File: config.mk
export PLATFORM = sky130hd
export DESIGN_NAME = lottery_scheduler_core
export DESIGN_NICKNAME = d
export VERILOG_FILES = /design/src/hdl/lsch_pkg.sv /design/src/hdl/lsch_cell.sv /design/src/hdl/lsch_mod.sv /design/src/hdl/lottery_scheduler_core.sv
export SDC_FILE = /design/constraint.sdc
export NUM_CORES = 2
export LEC_CHECK = 0
export BUFFER_PORTS_ARGS = -buffer_cell sky130_fd_sc_hd__buf_2
export CAP_MARGIN = 10
export CORE_ASPECT_RATIO = 1.2
export CORE_UTILIZATION = 34
export CTS_CLUSTER_SIZE = 24
export DETAILED_ROUTE_END_ITERATION = 10
export GPL_TIMING_DRIVEN = 0
export PLACE_DENSITY_LB_ADDON = 0.25
export SYNTH_ARGS = -nofsm -noshare
export SYNTH_HDL_FRONTEND = slang
export SYNTH_SLANG_ARGS = --single-unit
File: constraint.sdc
create_clock -name clk -period 4.3 [get_ports clk]
set_clock_uncertainty 0.2 [all_clocks]
set_input_delay 0 -clock clk [delete_from_list [all_inputs] [get_ports clk]]
set_output_delay 0 -clock clk [all_outputs]
set_load 0.05 [all_outputs]
File: src/hdl/lsch_pkg.sv
// ----------------------------------------------------------------------------
// lsch_pkg
// Shared types, constants and register codes for the lottery scheduler.
// ----------------------------------------------------------------------------
`default_nettype none

package lsch_pkg;

  localparam int SLOTS_DEFAULT = 16;
  localparam int BURST_W       = 16;
  localparam int TICK_W        = 16;
  localparam int RAND_W        = 32;
  localparam int SLOT_W        = 4;
  localparam int CFG_IDX_W     = 1;
  localparam int CFG_DATA_W    = 16;
  localparam int DIV_STEPS     = BURST_W;

  localparam logic [BURST_W-1:0] QUANTUM_RESET = 16'd20;
  localparam logic [BURST_W-1:0] DIVISOR_RESET = 16'd20;

  localparam logic [CFG_IDX_W-1:0] REG_QUANTUM = 1'b0;
  localparam logic [CFG_IDX_W-1:0] REG_DIVISOR = 1'b1;

  localparam logic OP_LOAD = 1'b0;
  localparam logic OP_DRAW = 1'b1;

  typedef struct packed {
    logic               operation;
    logic [SLOT_W-1:0]  slot;
    logic [BURST_W-1:0] burst;
    logic [RAND_W-1:0]  random_value;
  } in_item_t;

  typedef struct packed {
    logic [SLOT_W-1:0]  winner_slot;
    logic [BURST_W-1:0] winner_burst_left;
    logic               granted;
    logic               all_done;
  } out_item_t;

  // Control broadcast from the sequencer to every cell of the row.
  typedef struct packed {
    logic div_start;
    logic div_step;
    logic tick_fix;
    logic rotate;
  } cell_ctl_t;

endpackage

`default_nettype wire

File: src/hdl/lsch_cell.sv
// ----------------------------------------------------------------------------
// lsch_cell
// One process slot: burst count, bit-serial ticket divider, ring stage.
// ----------------------------------------------------------------------------
`default_nettype none

module lsch_cell (
  input  wire logic                      clk,
  input  wire logic                      rst,
  input  wire lsch_pkg::cell_ctl_t       ctl,
  input  wire logic [lsch_pkg::BURST_W-1:0] divisor,
  input  wire logic                      load_en,
  input  wire logic [lsch_pkg::BURST_W-1:0] load_data,
  input  wire logic [lsch_pkg::BURST_W-1:0] burst_in,
  input  wire logic [lsch_pkg::TICK_W-1:0]  tick_in,
  output logic [lsch_pkg::BURST_W-1:0]   burst_out,
  output logic [lsch_pkg::TICK_W-1:0]    tick_out,
  output logic                           nonzero
);
  import lsch_pkg::*;

  logic [BURST_W-1:0] burst;
  logic [TICK_W-1:0]  tick;
  logic [BURST_W-1:0] rem;
  logic [BURST_W:0]   trial;
  logic [BURST_W:0]   diff;
  logic               qbit;
  logic [BURST_W-1:0] rem_next;

  // Restoring division step: shift in the next dividend bit from tick.
  assign trial    = {rem, tick[TICK_W-1]};
  assign diff     = trial - {1'b0, divisor};
  assign qbit     = ~diff[BURST_W];
  assign rem_next = qbit ? diff[BURST_W-1:0] : trial[BURST_W-1:0];

  always_ff @(posedge clk) begin
    if (rst) begin
      burst <= '0;
    end else if (load_en) begin
      burst <= load_data;
    end else if (ctl.rotate) begin
      burst <= burst_in;
    end
  end

  always_ff @(posedge clk) begin
    if (ctl.div_start) begin
      rem  <= '0;
      tick <= burst;
    end else if (ctl.div_step) begin
      rem  <= rem_next;
      tick <= {tick[TICK_W-2:0], qbit};
    end else if (ctl.tick_fix) begin
      // empty slot holds no ticket, a live slot at least one
      if (burst == '0) begin
        tick <= '0;
      end else if (tick == '0) begin
        tick <= TICK_W'(1);
      end
    end else if (ctl.rotate) begin
      tick <= tick_in;
    end
  end

  assign burst_out = burst;
  assign tick_out  = tick;
  assign nonzero   = (burst != '0);

endmodule

`default_nettype wire

File: src/hdl/lsch_mod.sv
// ----------------------------------------------------------------------------
// lsch_mod
// Iterative remainder unit: one restoring step per cycle.
// ----------------------------------------------------------------------------
`default_nettype none

module lsch_mod #(
  parameter int NUM_W = 32,
  parameter int DEN_W = 20
) (
  input  wire logic             clk,
  input  wire logic             rst,
  input  wire logic             start,
  input  wire logic [NUM_W-1:0] num,
  input  wire logic [DEN_W-1:0] den,
  output logic                  done,
  output logic [DEN_W-1:0]      rem
);
  import lsch_pkg::*;

  localparam int CW = $clog2(NUM_W);

  logic             busy;
  logic [CW-1:0]    cnt;
  logic [NUM_W-1:0] num_sh;
  logic [DEN_W-1:0] den_q;
  logic [DEN_W:0]   trial;
  logic [DEN_W+1:0] diff;

  assign trial = {rem, num_sh[NUM_W-1]};
  assign diff  = {1'b0, trial} - {2'b00, den_q};

  always_ff @(posedge clk) begin
    if (rst) begin
      busy <= 1'b0;
      done <= 1'b0;
      cnt  <= '0;
    end else begin
      done <= 1'b0;
      if (start) begin
        busy <= 1'b1;
        cnt  <= '0;
      end else if (busy) begin
        cnt <= cnt + CW'(1);
        if (cnt == CW'(NUM_W - 1)) begin
          busy <= 1'b0;
          done <= 1'b1;
        end
      end
    end
  end

  always_ff @(posedge clk) begin
    if (start) begin
      rem    <= '0;
      num_sh <= num;
      den_q  <= den;
    end else if (busy) begin
      num_sh <= {num_sh[NUM_W-2:0], 1'b0};
      rem    <= diff[DEN_W+1] ? trial[DEN_W-1:0] : diff[DEN_W-1:0];
    end
  end

endmodule

`default_nettype wire

File: src/hdl/lottery_scheduler_core.sv
// ----------------------------------------------------------------------------
// lottery_scheduler_core
// Lottery scheduler over a row of slot cells with a serial remainder unit.
// ----------------------------------------------------------------------------
// Channel   Direction  Handshake             Payload
// in        in         in_valid / in_stall   in_data   (lsch_pkg::in_item_t)
// out       out        out_valid / out_stall out_data  (lsch_pkg::out_item_t)
// cfg       in         cfg_write_en          cfg_index, cfg_data
//
// A load transfer goes straight to the result stage. A draw runs 16 divider
// steps in every cell at once, then the tickets go around the cell ring
// twice (sum pass, search pass) with the 32-step remainder unit between the
// passes; a draw with no tickets ends after the sum pass.
// Reset is synchronous and clears all slot bursts, the config registers and the control state.
// One item is in work at a time; the result register lets the next item in
// while a finished result waits on out_stall.
// ----------------------------------------------------------------------------
`default_nettype none

module lottery_scheduler_core #(
  parameter int SLOTS = lsch_pkg::SLOTS_DEFAULT
) (
  input  wire logic                          clk,
  input  wire logic                          rst,
  input  wire logic                          in_valid,
  output logic                               in_stall,
  input  wire lsch_pkg::in_item_t            in_data,
  output logic                               out_valid,
  input  wire logic                          out_stall,
  output lsch_pkg::out_item_t                out_data,
  input  wire logic                          cfg_write_en,
  input  wire logic [lsch_pkg::CFG_IDX_W-1:0]  cfg_index,
  input  wire logic [lsch_pkg::CFG_DATA_W-1:0] cfg_data
);
  import lsch_pkg::*;

  localparam int SW   = $clog2(SLOTS);
  localparam int TW   = TICK_W + SW;
  localparam int CNTW = (SW + 1 > 4) ? SW + 1 : 4;

  typedef enum logic [7:0] {
    S_IDLE = 8'b0000_0001,
    S_DIV  = 8'b0000_0010,
    S_FIX  = 8'b0000_0100,
    S_SUM  = 8'b0000_1000,
    S_MOD  = 8'b0001_0000,
    S_WALK = 8'b0010_0000,
    S_UPD  = 8'b0100_0000,
    S_OUT  = 8'b1000_0000
  } state_t;

  state_t state, state_next;

  logic [BURST_W-1:0] quantum;
  logic [BURST_W-1:0] ticket_divisor;
  logic [BURST_W-1:0] div_eff;

  logic [CNTW-1:0]    cnt;
  logic [TW-1:0]      acc;
  logic [TW-1:0]      tick_ext;
  logic [TW-1:0]      total_next;
  logic [TW:0]        range_end;
  logic [RAND_W-1:0]  rnd;
  logic [TW-1:0]      win;
  logic               mod_done;
  logic               mod_start;
  logic               found;
  logic               hit;
  logic [SW-1:0]      chosen;
  logic [BURST_W-1:0] chosen_burst;
  logic [BURST_W-1:0] new_burst;
  logic               res_granted;
  logic [SW+3:0]      slot_wide;

  logic in_fire;
  logic out_load;
  cell_ctl_t ctl;

  logic [BURST_W-1:0] burst_ring [SLOTS];
  logic [TICK_W-1:0]  tick_ring  [SLOTS];
  logic [SLOTS-1:0]   nz;

  // ---------------------------------------------------------------- config
  always_ff @(posedge clk) begin
    if (rst) begin
      quantum        <= QUANTUM_RESET;
      ticket_divisor <= DIVISOR_RESET;
    end else if (cfg_write_en) begin
      case (cfg_index)
        REG_QUANTUM: quantum        <= cfg_data;
        REG_DIVISOR: ticket_divisor <= cfg_data;
        default: ;
      endcase
    end
  end

  // a zero divisor counts as one
  assign div_eff = (ticket_divisor == '0) ? BURST_W'(1) : ticket_divisor;

  // ------------------------------------------------------------ handshakes
  assign in_stall = (state != S_IDLE);
  assign in_fire  = in_valid & ~in_stall;
  assign out_load = (state == S_OUT) & (~out_valid | ~out_stall);

  // -------------------------------------------------------- cell controls
  always_comb begin
    ctl           = '0;
    ctl.div_start = in_fire & (in_data.operation == OP_DRAW);
    ctl.div_step  = (state == S_DIV);
    ctl.tick_fix  = (state == S_FIX);
    ctl.rotate    = (state == S_SUM) | (state == S_WALK);
  end

  // Cell 0 is the ring head: at step k of a pass it shows slot k's burst and tickets.
  assign tick_ext   = TW'(tick_ring[0]);
  assign total_next = acc + tick_ext;
  assign range_end  = {1'b0, acc} + {1'b0, tick_ext};
  assign hit        = ~found & (tick_ring[0] != '0) & ({1'b0, win} < range_end);
  assign mod_start  = (state == S_SUM) & (cnt == CNTW'(SLOTS - 1)) &
                      (total_next != '0);

  assign new_burst = (chosen_burst > quantum) ? chosen_burst - quantum : '0;

  // ------------------------------------------------------------- cell row
  for (genvar i = 0; i < SLOTS; i++) begin : g_cell
    logic                load_en;
    logic [BURST_W-1:0]  load_data;

    assign load_en = (in_fire & (in_data.operation == OP_LOAD) &
                      (32'(in_data.slot) == i)) |
                     ((state == S_UPD) & (chosen == SW'(i)));
    assign load_data = (state == S_UPD) ? new_burst : in_data.burst;

    lsch_cell u_cell (
      .clk       (clk),
      .rst       (rst),
      .ctl       (ctl),
      .divisor   (div_eff),
      .load_en   (load_en),
      .load_data (load_data),
      .burst_in  (burst_ring[(i + 1) % SLOTS]),
      .tick_in   (tick_ring[(i + 1) % SLOTS]),
      .burst_out (burst_ring[i]),
      .tick_out  (tick_ring[i]),
      .nonzero   (nz[i])
    );
  end

  // ------------------------------------------------------ remainder unit
  lsch_mod #(
    .NUM_W (RAND_W),
    .DEN_W (TW)
  ) u_mod (
    .clk   (clk),
    .rst   (rst),
    .start (mod_start),
    .num   (rnd),
    .den   (total_next),
    .done  (mod_done),
    .rem   (win)
  );

  // ------------------------------------------------------------ sequencer
  always_comb begin
    state_next = state;
    case (state)
      S_IDLE: begin
        if (in_fire) begin
          state_next = (in_data.operation == OP_DRAW) ? S_DIV : S_OUT;
        end
      end
      S_DIV:  if (cnt == CNTW'(DIV_STEPS - 1)) state_next = S_FIX;
      S_FIX:  state_next = S_SUM;
      S_SUM: begin
        if (cnt == CNTW'(SLOTS - 1)) begin
          // no tickets anywhere: report an empty draw
          state_next = (total_next == '0) ? S_OUT : S_MOD;
        end
      end
      S_MOD:  if (mod_done) state_next = S_WALK;
      S_WALK: if (cnt == CNTW'(SLOTS - 1)) state_next = S_UPD;
      S_UPD:  state_next = S_OUT;
      S_OUT:  if (out_load) state_next = S_IDLE;
      default: state_next = S_IDLE;
    endcase
  end

  always_ff @(posedge clk) begin
    if (rst) begin
      state <= S_IDLE;
    end else begin
      state <= state_next;
    end
  end

  // Step counter for divider steps and ring passes; clear on phase change.
  always_ff @(posedge clk) begin
    if (rst) begin
      cnt <= '0;
    end else if (state_next != state) begin
      cnt <= '0;
    end else if ((state == S_DIV) | (state == S_SUM) | (state == S_WALK)) begin
      cnt <= cnt + CNTW'(1);
    end
  end

  // Datapath registers of the item in work.
  always_ff @(posedge clk) begin
    if (rst) begin
      res_granted <= 1'b0;
      found       <= 1'b0;
    end else begin
      if (in_fire) begin
        res_granted <= 1'b0;
      end
      if (state == S_MOD) begin
        found <= 1'b0;
      end else if ((state == S_WALK) & hit) begin
        found <= 1'b1;
      end
      if (state == S_UPD) begin
        res_granted <= 1'b1;
      end
    end
  end

  always_ff @(posedge clk) begin
    if (in_fire) begin
      rnd          <= in_data.random_value;
      chosen       <= '0;
      chosen_burst <= '0;
    end
    if (state == S_FIX) begin
      acc <= '0;
    end else if (state == S_SUM) begin
      acc <= total_next;
    end else if (state == S_MOD) begin
      acc <= '0;
    end else if (state == S_WALK) begin
      acc <= total_next;
      // capture the slot whose ticket range holds the winning ticket
      if (hit) begin
        chosen       <= cnt[SW-1:0];
        chosen_burst <= burst_ring[0];
      end
    end else if (state == S_UPD) begin
      chosen_burst <= new_burst;
    end
  end

  // --------------------------------------------------------- result stage
  assign slot_wide = {4'b0000, chosen};

  always_ff @(posedge clk) begin
    if (rst) begin
      out_valid <= 1'b0;
    end else if (out_load) begin
      out_valid <= 1'b1;
    end else if (~out_stall) begin
      out_valid <= 1'b0;
    end
  end

  always_ff @(posedge clk) begin
    if (out_load) begin
      out_data.winner_slot       <= res_granted ? slot_wide[SLOT_W-1:0] : '0;
      out_data.winner_burst_left <= res_granted ? chosen_burst : '0;
      out_data.granted           <= res_granted;
      out_data.all_done          <= ~(|nz);
    end
  end

endmodule

`default_nettype wire

Yosys cells after proc, flatten, opt, wreduce, memory -nomap -nowiden
Index checks and enable logic that the tools add are counted.
{"block": "totals", "regBits": 989, "output_inout_bits": 24, "word_cells": 517}
{"block": "classes", "addsub": 22, "order_cmp": 2, "n_eq_ne": 59, "mux": 183, "bitwise": 85, "n_reduce_logical": 97}
{"operator": "$mux 16", "n": 154}
{"operator": "$logic_not 16->1", "n": 33}
{"operator": "$reduce_bool 16->1", "n": 17}
{"operator": "$sub 17x16->17", "n": 16}
{"operator": "$mux 20", "n": 4}
{"operator": "$ne 5x1->1 const B", "n": 16}
{"operator": "$eq 4x4->1 const B", "n": 16}
{"operator": "$mux 32", "n": 2}
{"operator": "$mux 8", "n": 8}
{"operator": "$pmux 8 s8", "n": 1}
{"operator": "$and 1x1->1", "n": 41}
{"operator": "$reduce_and 2->1", "n": 18}
{"operator": "$reduce_bool 2->1", "n": 18}
{"operator": "$eq 4x3->1 const B", "n": 8}
{"operator": "$mux 4", "n": 6}
{"operator": "$not 1->1", "n": 24}
{"operator": "$sub 21x20->22", "n": 1}
{"operator": "$add 20x16->21", "n": 1}
{"operator": "$lt 20x21->1", "n": 1}
{"operator": "$add 20x16->20", "n": 1}
{"operator": "$logic_not 20->1", "n": 1}
{"operator": "$or 1x1->1", "n": 20}
{"operator": "$reduce_bool 20->1", "n": 1}
{"operator": "$eq 4x2->1 const B", "n": 4}
{"operator": "24 further kinds", "n": 36}

Longest topological paths before layout
{"block": "logic_depth", "ltp_word": 9, "ltp_mapped": 18}

Cells and area by module
From an unflattened synthesis, not the netlist that was laid out.
{"block": "unflattened", "cells_unflattened": 7536, "area_unflattened_um2": 65042.4}
{"module": "lsch_cell (g_cell[14].u_cell ...)", "n_inst": 9, "cells_per_inst": 392, "area_each_um2": 3311.9}
{"module": "lsch_cell (g_cell[0].u_cell ...)", "n_inst": 5, "cells_per_inst": 389, "area_each_um2": 3230.6}
{"module": "lottery_scheduler_core", "n_inst": 1, "cells_per_inst": 903, "area_each_um2": 8247.9}
{"module": "lsch_cell (g_cell[8].u_cell ...)", "n_inst": 2, "cells_per_inst": 391, "area_each_um2": 3289.4}
{"module": "lsch_mod", "n_inst": 1, "cells_per_inst": 378, "area_each_um2": 4255.3}

Least setup slack after synthesis
OpenSTA, ideal clock, no wires.
{"block": "synth_path", "path_kind": "register -> register", "start": "register g_cell[0].u_cell.tick[0]", "end": "register chosen_burst[1]", "arrival_ns": 4.295, "required_time_ns": 3.977, "setup_slack_ns": -0.318, "path_stages_with_launch": 19, "n_path_buf": 1, "period_less_slack_ns": 4.618, "cell_sequence": "edfxtp_1 -> ha_1 -> fa_1 -> a211oi_1 -> o211ai_2 -> a32oi_2 -> a21boi_1 -> inv_1 -> ha_1 -> a211o_1 -> a211oi_1 -> a21boi_0 -> o21ai_0 -> a221oi_1 -> o211ai_1 -> a31o_2 -> clkbuf_1 -> a222oi_1 -> inv_1"}
{"block": "synth_between", "elab_chain_len": 8, "elab_cells_between_ends": 10, "classes_between": "add/sub (1); order compare (1); mux (5); bitwise (2); reduce/logical (1)"}
{"item": "start: declaration", "line_no": "lsch_cell.sv:23", "source": "logic [TICK_W-1:0] tick;"}
{"item": "start signal: assignment", "line_no": "lsch_cell.sv:49", "source": "tick <= burst;"}
{"item": "start signal: assignment", "line_no": "lsch_cell.sv:52", "source": "tick <= {tick[TICK_W-2:0], qbit};"}
{"item": "start signal: assignment", "line_no": "lsch_cell.sv:61", "source": "tick <= tick_in;"}
{"item": "$add 20x16->21", "line_no": "lottery_scheduler_core.sv:117", "source": "assign range_end = {1'b0, acc} + {1'b0, tick_ext};"}
{"item": "net range_end[10]", "line_no": "lottery_scheduler_core.sv:62", "source": "logic [TW:0] range_end;"}
{"item": "$lt 20x21->1", "line_no": "lottery_scheduler_core.sv:118", "source": "assign hit = ~found & (tick_ring[0] != '0) & ({1'b0, win} < range_end);"}
{"item": "$and 1x1->1", "line_no": "lottery_scheduler_core.sv:118"}
{"item": "$mux 16", "line_no": "lottery_scheduler_core.sv:242", "source": "if (hit) begin"}
{"item": "$mux 16", "line_no": "lottery_scheduler_core.sv:239", "source": "end else if (state == S_WALK) begin"}
{"item": "$mux 16", "line_no": "lottery_scheduler_core.sv:237", "source": "end else if (state == S_MOD) begin"}
{"item": "$mux 16", "line_no": "lottery_scheduler_core.sv:235", "source": "end else if (state == S_SUM) begin"}
{"item": "$mux 16", "line_no": "lottery_scheduler_core.sv:233", "source": "if (state == S_FIX) begin"}
{"item": "end signal: assignment", "line_no": "lottery_scheduler_core.sv:244", "source": "chosen_burst <= burst_ring[0];"}
{"item": "end signal: assignment", "line_no": "lottery_scheduler_core.sv:247", "source": "chosen_burst <= new_burst;"}
{"item": "end: declaration", "line_no": "lottery_scheduler_core.sv:70", "source": "logic [BURST_W-1:0] chosen_burst;"}
The timed path passes the listed nets, and every way through them passes these cells.
A chain may end at the register's enable or synchronous reset.

Final worst setup path
{"block": "layout_path", "start": "register g_cell[0].u_cell.tick[8]", "end": "register chosen_burst[1]"}
Same word-level chain as after synthesis.

==> impl_metrics.py <==
metrics = {
    "critical_path": {
        "path_max_fanout": 5,
        "cp_num_buf_inv": 6,
        "critPathSlowestCell": "edfxtp_1",
        "crit_path_end_kind": "flop",
        "cp-startpoint": "g_cell[0].u_cell.tick_out[8]",
        "worst-endpoint-required_ps": 4710,
        "r2r-start": "g_cell[0].u_cell.tick_out[8]",
        "r2r_slack_ps": -440,
        "cp_top_family": "compound AO/OA/AOI/OAI gates",
        "worst_path_largest_cell_delay_ps": 520,
        "timing.rr.end": "chosen_burst[1]",
        "crit_arrival_ps": 5150,
        "crit_chain": "ha_1 > nor2_1 > nor3_1 > a21oi_2 > a311oi_2 > or2_2 > inv_1 > ha_1 > nand3_1 > o21ai_1 > a221oi_2 > o211ai_1 > buf_4 > buf_6 > a21oi_4 > buf_6 > clkbuf_16 > a222oi_1 > inv_1",
        "r2r_cells": 19,
        "crit_path_start_kind": "flop",
        "crit_type": "flop to flop",
    },
    "drt": {
        "routed_via_density": 5.93,
        "drc": 0,
        "first_pass_iters": 6,
        "wire_per_inst_um": 25.3,
        "drtAntennaViolNets": 0,
        "drtIter0Drc": 5532,
        "wl_um": 243000,
        "vias": 56990,
    },
    "grt": {
        "busiest_layer": "met2",
        "met1_usage_pct": 32.0,
        "grtUsageMet3_pct": 5.29,
        "antenna_found_initial": 19,
        "grt_pass1_vias": 54792,
        "grt_use_total_pct": 26.7,
        "gr-usage-met2_pct": 43.1,
        "grt_pass1_wl_um": 356000,
        "grt_start_max_net_pins": 36,
        "overflow": 0,
    },
    "clock_network": {
        "cts-htree-levels": 3,
        "cts_inserted_buffers": 113,
        "cts_sinks": 989,
        "root_buffer": "clkbuf_16",
        "clk_path_buf_depth": 3,
        "clk_pin_slew_ps": 60,
        "cts_tree": "built",
        "clk_latency_ps": 760,
    },
    "synthesis": {
        "synth_edf_count": 362,
        "yosysWarnings": 0,
        "synthFlopType": "dfxtp_1",
        "yosys_register_bits": 989,
        "synth.top_cell.area_share_pct": 21.1,
        "synth.yosys.seq_area_share_pct": 39.4,
        "async_reset_ff_share_pct": 0,
        "syn_area_sq_um": 59500,
        "syn_avg_cell_area_sq_um": 8.84,
        "synthDistinctLibCells": 99,
        "netlist_instances": 6724,
        "syn_nets": 7149,
        "synth_top_cell_by_area": "dfxtp_1",
        "synth.area.top_cells": "dfxtp_1 (21%), edfxtp_1 (18%), ha_1 (7.0%)",
    },
    "layout": {
        "post_route_cells_drive_above_1_share_pct": 10.9,
        "fin_util_pct": 41.0,
        "area_growth_pct": 19.4,
        "nets": 7637,
    },
    "timing": {
        "setup_total_negative_slack_ps": -5840,
        "worstMarginPinSlew_ps": 1460,
        "slew_violations": 0,
        "final-setup-viol-count": 21,
        "slew_headroom_pct": 2.94,
        "max_freq_mhz": 211,
        "final.min_clock_period_ps": 4740,
        "grt_setup_unrepaired": "yes",
        "fin_crit_sh_pct": 110,
        "final-hold-violation-count": 0,
        "holdWs_ps": 52.9,
        "fin_ws_ps": -440,
    },
    "place": {
        "gp_congestion": 1.01,
        "port_buffers": 96,
        "dp_slack_ps": -1580,
        "dp_hpwl_um": 178000,
    },
    "hold_path": {
        "hold_start": "cfg_data[6]",
        "hold_depth": 4,
        "holdPathEnd": "quantum[6]",
        "hp-class": "primary input to flop",
    },
    "flow_run": {
        "maxCapViolCount": 0,
    },
    "power_and_ir_drop": {
        "p_leak_nw": 26.6,
        "power.density_nw_per_um2": 448,
        "vdd_drop_max_v": 0.000371,
        "p_total_mw": 31.8,
    },
    "floorplanning": {
        "initial_core_util_pct": 34.3,
        "design.core.area_sq_um": 173000,
        "rows": 167,
        "ios": 99,
        "die_h_um": 460,
        "dieWidth_um": 384,
        "dieArea_sq_um": 177000,
    },
    "run_status": {
        "status": "finished, violations left",
        "violations": "setup timing",
    },
}
[synth_stat cells (193+ instances only)]
master and instances:
dfxtp_1 627, ha_1 331, nor2_1 807, o21ai_0 323, a221oi_1 263, nand2_1 532, mux2i_1 246, clkbuf_1 350
a211oi_1 324, inv_1 193, a21oi_1 522, edfxtp_1 362
[cells by family (layout without fill, tap and decap cells)]
| logic type | Yosys count | count (layout) | synth area share [%] |
|---|---|---|---|
| and+or+nand+nor | 2298 | 2298 | 18.3 |
| AOI/OAI and AO/OA | 1982 | 1982 | 22.6 |
| DFF | 989 | 989 | 39.4 |
| buffers and inverters | 619 | 1207 | 4.13 |
| adders and majority gates | 350 | 350 | 7.60 |
| muxes | 286 | 286 | 5.09 |
| xor gates and xnor gates | 200 | 200 | 2.96 |
| other | 0 | 10 | 0 |
[layer usage]
| metal | wire, um | up-vias |
|---|---|---|
| li1 | - | 26096 |
| met1 | 94900 | 27463 |
| met2 | 111000 | 2595 |
| met3 | 19900 | 826 |
| met4 | 17600 | 10 |
| met5 | 318 | - |
[what timing repair did]
item,4_1_cts,5_1_grt
endpoints found under the setup margin,1011,492
buffers inserted,60,48
hold buffers,138,0
cloned,2,2
resized for setup,164,142
pin swaps,31,59
endpoints found under the hold margin,271,0
[state kept, by name (all words and copies together), names as in the netlist, 20 cells and up]
signal	count
acc	20
g_cell.u_cell.burst_out	256
u_mod.rem	20
rnd	32
g_cell.u_cell.tick_out	256
out_data	22
g_cell.u_cell.rem	256
u_mod.den_q	20
u_mod.num_sh	32
[worst max-delay path by stage]
| stage | end | slack (ps) | cells after the start |
|---|---|---|---|
| floorplan | chosen_burst[1] | -20 | 18 |
| global placement | g_cell[14].u_cell.tick_out[12] | -2240 | 7 |
| detailed placement | chosen_burst[1] | -1580 | 18 |
| CTS | chosen_burst[1] | -460 | 19 |
| global route | chosen_burst[1] | -540 | 22 |
| finish | chosen_burst[1] | -440 | 19 |
[report_power, final]
part	internal, mW	total (mW)	switching (mW)
clock	6.03	10.3	4.32
combinational	4.74	10.4	5.68
sequential	10.4	11.0	0.631
total	21.2	31.8	10.6
[worst reg2reg max path: stages (launching register included)]
cell and delay (ps):
edfxtp_1 520, ha_1 440, nor2_1 100, nor3_1 490, a21oi_2 150, a311oi_2 430, or2_2 240, inv_1 60
ha_1 330, nand3_1 110, o21ai_1 180, a221oi_2 50, o211ai_1 150, buf_4 190, buf_6 130, a21oi_4 60
buf_6 150, clkbuf_16 160, a222oi_1 370, inv_1 90
[metrics by stage]
| step | instances | cell area [sq um] |
|---|---|---|
| 2_1_floorplan | 6724 | 59500 |
| 3_3_place_gp | 9101 | 62800 |
| 3_5_place_dp | 9133 | 63400 |
| 4_1_cts | 9542 | 69900 |
| 5_1_grt | 9595 | 71000 |
| 6_report | 9603 | 71000 |
[final cells by class]
| cell class | instances | area [sq um] |
|---|---|---|
| plain buffers | 416 | 1890 |
| diodes | 10 | 25.0 |
| clock buffers | 171 | 3390 |
| flip-flops and latches | 989 | 23400 |
| clock inverters | 44 | 524 |
| well taps | 2281 | 2850 |
| fillers | 17075 | 102000 |
| multi-input cells | 5116 | 34700 |
| inverters | 196 | 756 |
| repair buffers | 380 | 3440 |
[cells in the final DEF (no fill, tap or decap), drive strengths merged, types with 19 or more instances in the layout]
cell and instances:
nor2 807, dfxtp 627, nand2 532, a21oi 522, clkbuf 513, edfxtp 362, o21ai 362, a211oi 335
ha 331, buf 314, a221oi 263, mux2i 246, inv 194, and2 156, nor4 149, dlygate4sd3 138
nor3 131, xnor2 129, nand3 129, and3 104, o21a 74, xor2 71, nand2b 65, nor2b 62
a21o 60, nand4 49, a22oi 46, mux2 40, a31oi 35, a22o 34, or3 32, a21boi 32
o211ai 30, clkinv 28, o31ai 26, or2 22, o31a 21, fa 19
Note: power is estimated with default switching activity, not from simulation.
